`config.mk`:
```
export PLATFORM = sky130hd
export DESIGN_NAME = oss_cell
export DESIGN_NICKNAME = d
export VERILOG_FILES = /design/src/design/oss_pkg.sv /design/src/design/oss_cell.sv
export SDC_FILE = /design/constraint.sdc
export NUM_CORES = 1
export LEC_CHECK = 0
export BUFFER_PORTS_ARGS = -buffer_cell sky130_fd_sc_hd__buf_2
export CAP_MARGIN = 25
export CORE_MARGIN = 3
export CORE_UTILIZATION = 31
export CTS_BUF_LIST = sky130_fd_sc_hd__clkbuf_2
export CTS_CLUSTER_SIZE = 25
export DETAILED_ROUTE_END_ITERATION = 8
export REMOVE_ABC_BUFFERS = 1
export SLEW_MARGIN = 20
export SYNTH_ARGS = -nofsm -noshare
export SYNTH_HDL_FRONTEND = slang
export SYNTH_SLANG_ARGS = --single-unit
```
`constraint.sdc`:
```
create_clock -name clk -period 10.9 [get_ports clk]
set_input_delay 1.09 -clock clk [delete_from_list [all_inputs] [get_ports clk]]
set_output_delay 1.09 -clock clk [all_outputs]
set_load 0.05 [all_outputs]
```
`src/design/oss_pkg.sv`:
```
// Package for the ordered selection set: sizes, command codes, cell op codes
// and the structs passed along the cell chain. No dependencies.
`timescale 1ns / 1ps
`default_nettype none

package oss_pkg;

  localparam int DEPTH = 64;
  localparam int IDX_W = 16;
  localparam int CNT_W = $clog2(DEPTH + 1);

  // Command codes on in_func; six and seven are no-ops
  typedef enum logic [2:0] {
    F_TOGGLE = 3'd0,
    F_REMAP  = 3'd1,
    F_SWAP   = 3'd2,
    F_DELETE = 3'd3,
    F_CLEAR  = 3'd4,
    F_QUERY  = 3'd5
  } func_t;

  // Operation broadcast to every cell in a cycle
  typedef enum logic [2:0] {
    OP_HOLD,
    OP_TOGGLE,
    OP_MARK,
    OP_REMAP,
    OP_SWAP,
    OP_RENUM,
    OP_CLEAR,
    OP_SHIFT
  } cell_op_t;

  typedef struct packed {
    cell_op_t          op;
    logic [IDX_W-1:0]  a;
    logic [IDX_W-1:0]  b;
  } cell_cmd_t;

  // Contents of one cell, seen by its lower neighbor
  typedef struct packed {
    logic [IDX_W-1:0] val;
    logic             vld;
    logic             del;
  } cell_data_t;

  // Flags rippling from cell 0 upward
  typedef struct packed {
    logic found;   // a valid match at or below
    logic second;  // a second valid match at or below
    logic hole;    // a valid entry marked for removal at or below
  } chain_t;

  typedef enum logic [1:0] {
    S_IDLE,
    S_EXEC,
    S_COMPACT,
    S_DONE
  } state_t;

endpackage

`default_nettype wire

```
`src/design/oss_cell.sv`:
```
// One cell of the selection list: holds one entry, its valid and remove marks.
// Depends on oss_pkg.
`timescale 1ns / 1ps
`default_nettype none

module oss_cell
  import oss_pkg::*;
(
  input  wire logic       clk,
  input  wire logic       rst_n,
  input  wire cell_cmd_t  cmd,
  input  wire cell_data_t up,        // upper neighbor
  input  wire logic       prev_vld,  // lower neighbor valid, 1 for cell 0
  input  wire chain_t     chain_in,
  output chain_t          chain_out,
  output cell_data_t      cur
);

  logic [IDX_W-1:0] val_r, val_nxt;
  logic             vld_r, vld_nxt;
  logic             del_r, del_nxt;
  logic             match_a;
  logic             match_b;

  assign match_a = vld_r && (val_r == cmd.a);
  assign match_b = vld_r && (val_r == cmd.b);

  assign chain_out.found  = chain_in.found | match_a;
  assign chain_out.second = chain_in.second | (chain_in.found & match_a);
  assign chain_out.hole   = chain_in.hole | (vld_r & del_r);

  assign cur.val = val_r;
  assign cur.vld = vld_r;
  assign cur.del = del_r;

  always_comb begin
    val_nxt = val_r;
    vld_nxt = vld_r;
    del_nxt = del_r;
    unique case (cmd.op)
      OP_HOLD: begin
      end
      OP_TOGGLE: begin
        // first match only; tail cell appends when nothing matched below
        del_nxt = match_a & ~chain_in.found;
        if (!vld_r && prev_vld && !chain_in.found) begin
          val_nxt = cmd.a;
          vld_nxt = 1'b1;
        end
      end
      OP_MARK: begin
        del_nxt = match_a;
      end
      OP_REMAP: begin
        del_nxt = 1'b0;
        if (match_a) val_nxt = cmd.b;
      end
      OP_SWAP: begin
        del_nxt = 1'b0;
        if (match_a) begin
          val_nxt = cmd.b;
        end else if (match_b) begin
          val_nxt = cmd.a;
        end
      end
      OP_RENUM: begin
        del_nxt = match_a;
        if (vld_r && (val_r > cmd.a)) val_nxt = val_r - IDX_W'(1);
      end
      OP_CLEAR: begin
        vld_nxt = 1'b0;
        del_nxt = 1'b0;
      end
      OP_SHIFT: begin
        // everything from the lowest hole upward moves down one place
        if (chain_out.hole) begin
          val_nxt = up.val;
          vld_nxt = up.vld;
          del_nxt = up.del;
        end
      end
      default: begin
      end
    endcase
  end

  always_ff @(posedge clk) begin
    val_r <= val_nxt;
    if (!rst_n) begin
      vld_r <= 1'b0;
      del_r <= 1'b0;
    end else begin
      vld_r <= vld_nxt;
      del_r <= del_nxt;
    end
  end

endmodule

`default_nettype wire

```
# --- Yosys cells after proc, flatten, opt, wreduce, memory -nomap -nowiden ---
# Index checks and enable logic that the tools add are counted.
classes:
  n_bitwise: 7
  n_div: 0
  n_addsub: 1
  magnitude_cmp: 1
  multipliers: 0
  muxes: 12
  n_reduce_logical: 15
  shifts: 0
  n_eq_ne: 14
op_table:
  columns: ["operator", "count"]
  rows:
  - ["16-bit 2-to-1 mux", 6]
  - ["16-bit one-hot mux with 5 select lines", 1]
  - ["16-bit == test", 2]
  - ["16-bit > comparator", 1]
  - ["16-bit by 1-bit subtractor with 16-bit output, second input constant", 1]
  - ["3-bit == test, second input constant", 4]
  - ["2-bit inequality test, second input constant", 4]
  - ["3-bit by 2-bit == test with 1-bit output, second input constant", 2]
  - ["6-bit AND reduction", 1]
  - ["1-bit logical AND", 5]
  - ["5-bit nonzero test", 1]
  - ["1-bit one-hot mux with 4 select lines", 1]
  - ["4-bit nonzero test", 1]
  - ["1-bit AND", 3]
  - ["3-bit by 1-bit == test with 1-bit output, second input constant", 1]
  - ["1-bit 2-to-1 mux", 3]
  - ["3-bit inequality test, second input constant", 1]
  - ["1-bit OR", 3]
  - ["1-bit one-hot mux with 3 select lines", 1]
  - ["3-bit AND reduction", 1]
  - ["3-bit nonzero test", 1]
  - ["3-bit OR reduction", 1]
  - ["1-bit zero test", 2]
  - ["2-bit AND reduction", 1]
  - ["other kinds (2)", 2]
totals:
  mem_count: 0
  input_bits: 59
  ramBits: 0
  regBits: 18
  latch_bits: 0
  rom_bits: 0

# --- Depth between registers and ports, before layout ---
# Gate-level depths: netlist of run 1.
depth:
  ltp_word: 5
  depth_mapped: 9
  ltp_nobuf: 8

# --- Worst setup path after synthesis of run 1 ---
# Ideal clock, no wire load.
synth_timing:
  kind: "input -> register"
  startpoint: "input port cmd[26] in the netlist's numbering"
  endpoint: "register val_r[0], enable pin"
  t_required_ns: 10.486
  setup_slack_ns: 6.710
  n_path_buf: 0
  stages: 8
  arrival_ns: 3.775
  cell_sequence: "inv_1 ha_1 nand4_2 nor4_4 nand2_1 a2111oi_0 a211oi_1 a211oi_1"
synth_between:
  elab_chain_len: 4
  word_cells_on_any_way: 8
synth_lines:
  columns: ["element", "line_no", "text"]
  rows:
  - ["start: declaration", "oss_cell.sv:11", "input wire cell_cmd_t cmd,"]
  - ["16-bit > comparator or 16-bit == test (tied branches)", "oss_cell.sv:68, oss_cell.sv:25", null]
  - ["1-bit logical AND (on tied branches)", "oss_cell.sv:68, oss_cell.sv:25", null]
  - ["2-bit inequality test (no source line) or 3-bit inequality test (tied branches)", null, null]
  - ["6-bit AND reduction (no source line) (*)", null, null]
  - ["end signal: assignment", "oss_cell.sv:88", "val_r <= val_nxt;"]
  - ["end: declaration", "oss_cell.sv:19", "logic [IDX_W-1:0] val_r, val_nxt;"]
# Every way passes the cells marked *; elsewhere a longest branch is shown, timed or not.
# A chain may end at the register's enable or synchronous reset.

==> impl_metrics.yaml, run 1 <==
floorplan:
  ios: 80
  die_h_um: 89.9
  dieArea_mm2: 0.00808
  rows: 29
  core_mm2: 0.00657
  die_x_um: 89.9
  initial_core_util: 0.332
yosys:
  synth_top_family_by_area: "compound AO/OA/AOI/OAI gates"
  synth_xor_area_frac: 0.112
  synth.area.mux_share: 0.00918
  async_reset_ff_frac: 0
  synthFlopType: "edfxtp_1"
  synthSimpleGateAreaFrac: 0.214
  yosys.area_share.adder: 0.0975
  synth_cells: 270
  syn_area_per_cell_um2: 8.08
  synth_compound_area_frac: 0.250
  ys_ff_latch: 18
  netlist_area_mm2: 0.00218
  ys_warn_count: 0
  ys_types: 47
  synth-seq-area-share: 0.239
  synth_enable_flop_cells: 16
setup_path:
  cp-end-kind: "output port"
  cp_num_buf_inv: 4
  startpoint_type: "input pin"
  criticalPathCategory: "input pin to output port"
  crit_slowest_cell: "nor4_4"
  crit_family: "simple AND/OR/NAND/NOR gates"
  cp_cell_sequence: "buf_2 -> inv_1 -> ha_1 -> nand4_2 -> nor4_4 -> nand2_1 -> inv_1 -> a21o_1 -> buf_2"
  r2r-start: "val_r[3]$_DFFE_PP_"
  slowest_delay_ps: 450
  arrival_ps: 2890
  worstSetupStartpoint: "cmd[19]"
  worstPathMaxFanout: 5
  cp.required_ps: 9810
timing:
  timing.final.crit_share: 0.365
  fmax_ghz: 0.251
  rsz0062_at_grt: "false"
  setup_viol: 0
  setup_tns_ps: 0
  maxSlewViolCount: 0
  slew_headroom: 0.445
  finalWorstSetupSlack_ps: 6920
  hold_violations: 0
  worstMarginPinSlew_ps: 832
  fin_crit_ps: 3980
  finalClockSkew_ps: 25.5
route:
  drc_errors: 0
  drtIter0Drc: 160
  drt-total-wl_mm: 6.98
  ant_nets: 0
  vias_per_cell: 5.32
  route.vias.total: 2302
  drtPass1Iterations: 4
  wire_per_inst_um: 16.1
clock_network:
  cts_resized: 0
  cts_root_buf: "clkbuf_2"
  cts_buffers: 3
  post_cts_buffers: 0
  clkTransAtPathRegs_ps: 200
  cts.sinks: 18
  ctsHoldBuffers: 0
  clock_latency_ps: 330
  cts_htree_levels: 1
  cts.path.max_buffers: 2
  tritoncts: "done"
finish:
  final_cell_mix: "buf_2, nor2_1, nand2_1"
  area_growth_pct: 20.7
  final-seq-area_um2: 520
  antenna_cells: 0
  fillers: 714
  drive_gt1_frac: 0.271
  nets: 417
  final_common_cell: "buf_2"
  multi_input_area_mm2: 0.00150
status:
  status: "complete, no violations"
power:
  leakagePower_nw: 1.17
  ir_worst_vdd_mv: 0.0325
  powerDensity_mw_per_mm2: 87.4
hold_path:
  hold_class: "register to register"
  min_from: "del_r$_SDFFE_PN0P_"
grt:
  track_usage: 0.172
  grt.overflow.total: 0
  grt_pass1_wl_mm: 11.6
  grt_pass1_vias: 2353
  grt_max_degree: 23
  antenna_found_initial: 0
flow_run:
  maxCapViolCount: 0
placed_design:
  port_buffers: 79
  hpwl_mm: 5.41
  post-place-ws_ps: 6750
  gp_congestion: 0.838
==> cell usage after synthesis (2+ instances only) <==
master     number  area (µm²)
buf_4           3        22.5
xnor2_1        19         166
ha_1           17         213
nor4_1          4        25.0
edfxtp_1       16         480
nand2_1        23        86.3
a2111oi_0       2        17.5
a221o_1         3        30.0
nand2b_1        2        12.5
a211oi_1        2        15.0
nor2_1         23        86.3
nor2b_1         2        12.5
clkbuf_1        6        22.5
or3_1           2        12.5
a21oi_1        18        90.1
clkbuf_8        2        27.5
o41ai_1         2        17.5
nand3_1        10        50.1
nand4_2         3        37.5
nand4_1         5        31.3
o211ai_1        3        22.5
a22oi_1        12        90.1
a221oi_1        3        26.3
inv_1          21        78.8
o21ai_0        20         100
buf_1           2        7.51
dfxtp_1         2        40.0
mux2i_1         2        20.0
a31oi_1         2        12.5
nor3_1          8        40.0
a21o_1          7        52.6
xor2_1          9        78.8
==> registers in the layout (all words and copies together) (netlist names) <==
signal and flops:
vld_r 1, val_r 16, del_r 1
==> kinds of logic after synthesis <==
group | count (synthesis)
and+or+nand+nor | 89
AOI/OAI and AO/OA | 81
xor gates and xnor gates | 28
buffers and inverters | 35
DFF | 18
muxes | 2
adders and majority gates | 17
==> per-layer routing <==
| layer | wire (µm) | part of all wire | track usage | up-vias |
|---|---|---|---|---|
| met5 | 0 | 0 | 0 | - |
| met4 | 121 | 0.017 | 0.0561 | 0 |
| met3 | 448 | 0.064 | 0.0351 | 10 |
| met2 | 3180 | 0.46 | 0.282 | 74 |
| met1 | 3230 | 0.46 | 0.226 | 1081 |
| li1 | - | - | - | 1137 |
==> power by group <==
group	switching [W]	leakage, nW	internal [W]
logic	0.0000648	0.988	0.0000391
clock network	0.0000232	0.0140	0.00000798
registers	0.0000118	0.168	0.0000833
==> path summary, 6_finish.rpt <==
kind         cells after the start                  to  slack, ps
min                              2  del_r$_SDFFE_PN0P_        540
min reg2reg                      2  del_r$_SDFFE_PN0P_        540
max reg2reg                      8  val_r[5]$_DFFE_PP_       7360
max                              9        chain_out[1]       6920
==> metrics by stage <==
stage	util	total power [W]	cell area [µm²]	instances	hold slack [ps]
final	0.401	0.000230	2630	433	535
after global routing	0.401	0.000246	2630	433	573
after CTS	0.401	0.000230	2630	433	533
after detailed placement	0.398	0.000200	2610	429	513
after floorplan	-	0.000162	2090	256	700
after global placement	0.398	0.000199	2610	429	494
==> layout make-up <==
class                   instances  area share
clock buffers                   3     0.00570
clock inverters                 1     0.00143
inverters                      21      0.0299
multi-input cells             217       0.568
flip-flops and latches         18       0.198
well taps                      93      0.0442
repair buffers                 80       0.153
==> tightest hold or removal path, stage by stage (launching register included) <==
cell	delay (ps)
dfxtp_1	380
nand3_1	70
o21ai_0	70
Power figures use the tool's default switching activity.
==> run 2, diff against run 1 <==
==> constraint.sdc (replaced) <==
create_clock -name clk -period 3.45 [get_ports clk]
set_input_delay 0.345 -clock clk [delete_from_list [all_inputs] [get_ports clk]]
set_output_delay 0.345 -clock clk [all_outputs]
set_load 0.05 [all_outputs]
==> impl_metrics.yaml, run 2 (same netlist as run 1, synthesis figures left out) <==
status:
  status: "complete, no violations"
finish:
  drive_gt1_frac: 0.279
  stdcell_count: 437
  area_growth_pct: 22.1
  final_common_cell: "buf_2"
  top_register: "val_r"
  reg_top3: "val_r: 16 flops, del_r: 1 flops, vld_r: 1 flops"
  largest_register_ff_count: 16
  nets: 421
  final_cell_mix: "buf_2, nor2_1, nand2_1"
  final_core_util: 0.405
  fillers: 715
  antenna_cells: 0
route:
  met3_length_um: 558
  wl_met2_mm: 3.25
  highest_layer: "met4"
  wl_met1_mm: 3.11
  drc_errors: 0
  ant_nets: 0
  vias_per_cell: 5.13
  drt-total-wl_mm: 6.99
  route.vias.total: 2240
  drtIter0Drc: 159
  wire_per_inst_um: 16.0
  drtPass1Iterations: 4
floorplan:
  core_mm2: 0.00657
  die_x_um: 89.9
  initial_core_util: 0.332
  rows: 29
  ios: 80
  die_h_um: 89.9
  dieArea_mm2: 0.00808
grt:
  grt_pass1_wl_mm: 11.4
  antenna_found_initial: 0
  track_usage: 0.169
  grt_pass1_vias: 2211
  grt.overflow.total: 0
  grt_max_degree: 23
clock_network:
  clock_latency_ps: 330
  cts_buffers: 3
  cts_root_buf: "clkbuf_2"
  cts_htree_levels: 1
  cts.sinks: 18
  clkTransAtPathRegs_ps: 210
  ctsHoldBuffers: 0
  cts_resized: 0
  cts.path.max_buffers: 2
  post_cts_buffers: 0
  tritoncts: "done"
setup_path:
  startpoint_type: "register"
  crit_family: "simple AND/OR/NAND/NOR gates"
  cp-end-kind: "register"
  slowest_delay_ps: 550
  crit_slowest_cell: "edfxtp_1"
  criticalPathCategory: "register to register"
  cp_cell_sequence: "ha_1 -> nand4_2 -> nor4_4 -> nand2_1 -> a2111oi_0 -> a211oi_1 -> a211oi_2 -> buf_4"
  worstPathMaxFanout: 16
  arrival_ps: 3080
  cp.required_ps: 3500
  cp_num_buf_inv: 1
timing:
  fin_crit_ps: 3030
  rsz0062_at_grt: "false"
  slew_headroom: 0.595
  finalClockSkew_ps: 10.3
  maxSlewViolCount: 0
  timing.final.crit_share: 0.879
  hold_violations: 0
  setup_viol: 0
  worstMarginPinSlew_ps: 592
  hold_ws_ps: 242
  fmax_ghz: 0.330
  finalWorstSetupSlack_ps: 418
hold_path:
  hold_class: "input pin to register"
flow_run:
  maxCapViolCount: 0
placed_design:
  hpwl_mm: 5.44
  port_buffers: 79
  post-place-ws_ps: 468
  gp_congestion: 0.869
  place_inst: 433
power:
  leakagePower_nw: 1.19
  powerDensity_mw_per_mm2: 276
  ir_worst_vdd_mv: 0.0824
## run 2: per-layer routing
metal	GRT usage	vias up
met4	0.0370	0
met2	0.269	85
met5	0	-
li1	-	1142
met3	0.0250	4
met1	0.242	1009
## run 2: where the power goes
group / total (W) / switching (W) / internal, W
clock network: 0.000104 / 0.0000786 / 0.0000252
registers: 0.000296 / 0.0000330 / 0.000263
logic: 0.000336 / 0.000209 / 0.000127
## run 2: per-stage QoR
step | area (µm²) | setup TNS [ps] | total power [W]
detailed placement | 2640 | 0 | 0.000636
global placement | 2640 | 0 | 0.000634
finish | 2660 | 0 | 0.000735
floorplan | 2090 | -8170 | 0.000512
global route | 2660 | 0 | 0.000783
CTS | 2660 | 0 | 0.000741
## run 2: path summary, 6_finish.rpt
path                             from  slack (ps)  cells past startpoint            endpoint
hold / removal                  rst_n         240                      2  vld_r$_SDFFE_PN0P_
setup / recovery  val_r[10]$_DFFE_PP_         420                      8  val_r[6]$_DFFE_PP_
hold reg to reg    del_r$_SDFFE_PN0P_         520                      2  del_r$_SDFFE_PN0P_
setup reg to reg  val_r[10]$_DFFE_PP_         420                      8  val_r[6]$_DFFE_PP_
## run 2: cell type report
type	count	area (µm²)	share of cell area
clock buffer	3	15.0	0.00564
clock inverter	1	3.75	0.00141
inverter	21	78.8	0.0296
multi-input combinational	217	1500	0.562
sequential	18	520	0.195
tap	93	116	0.0437
timing repair buffer	84	433	0.163
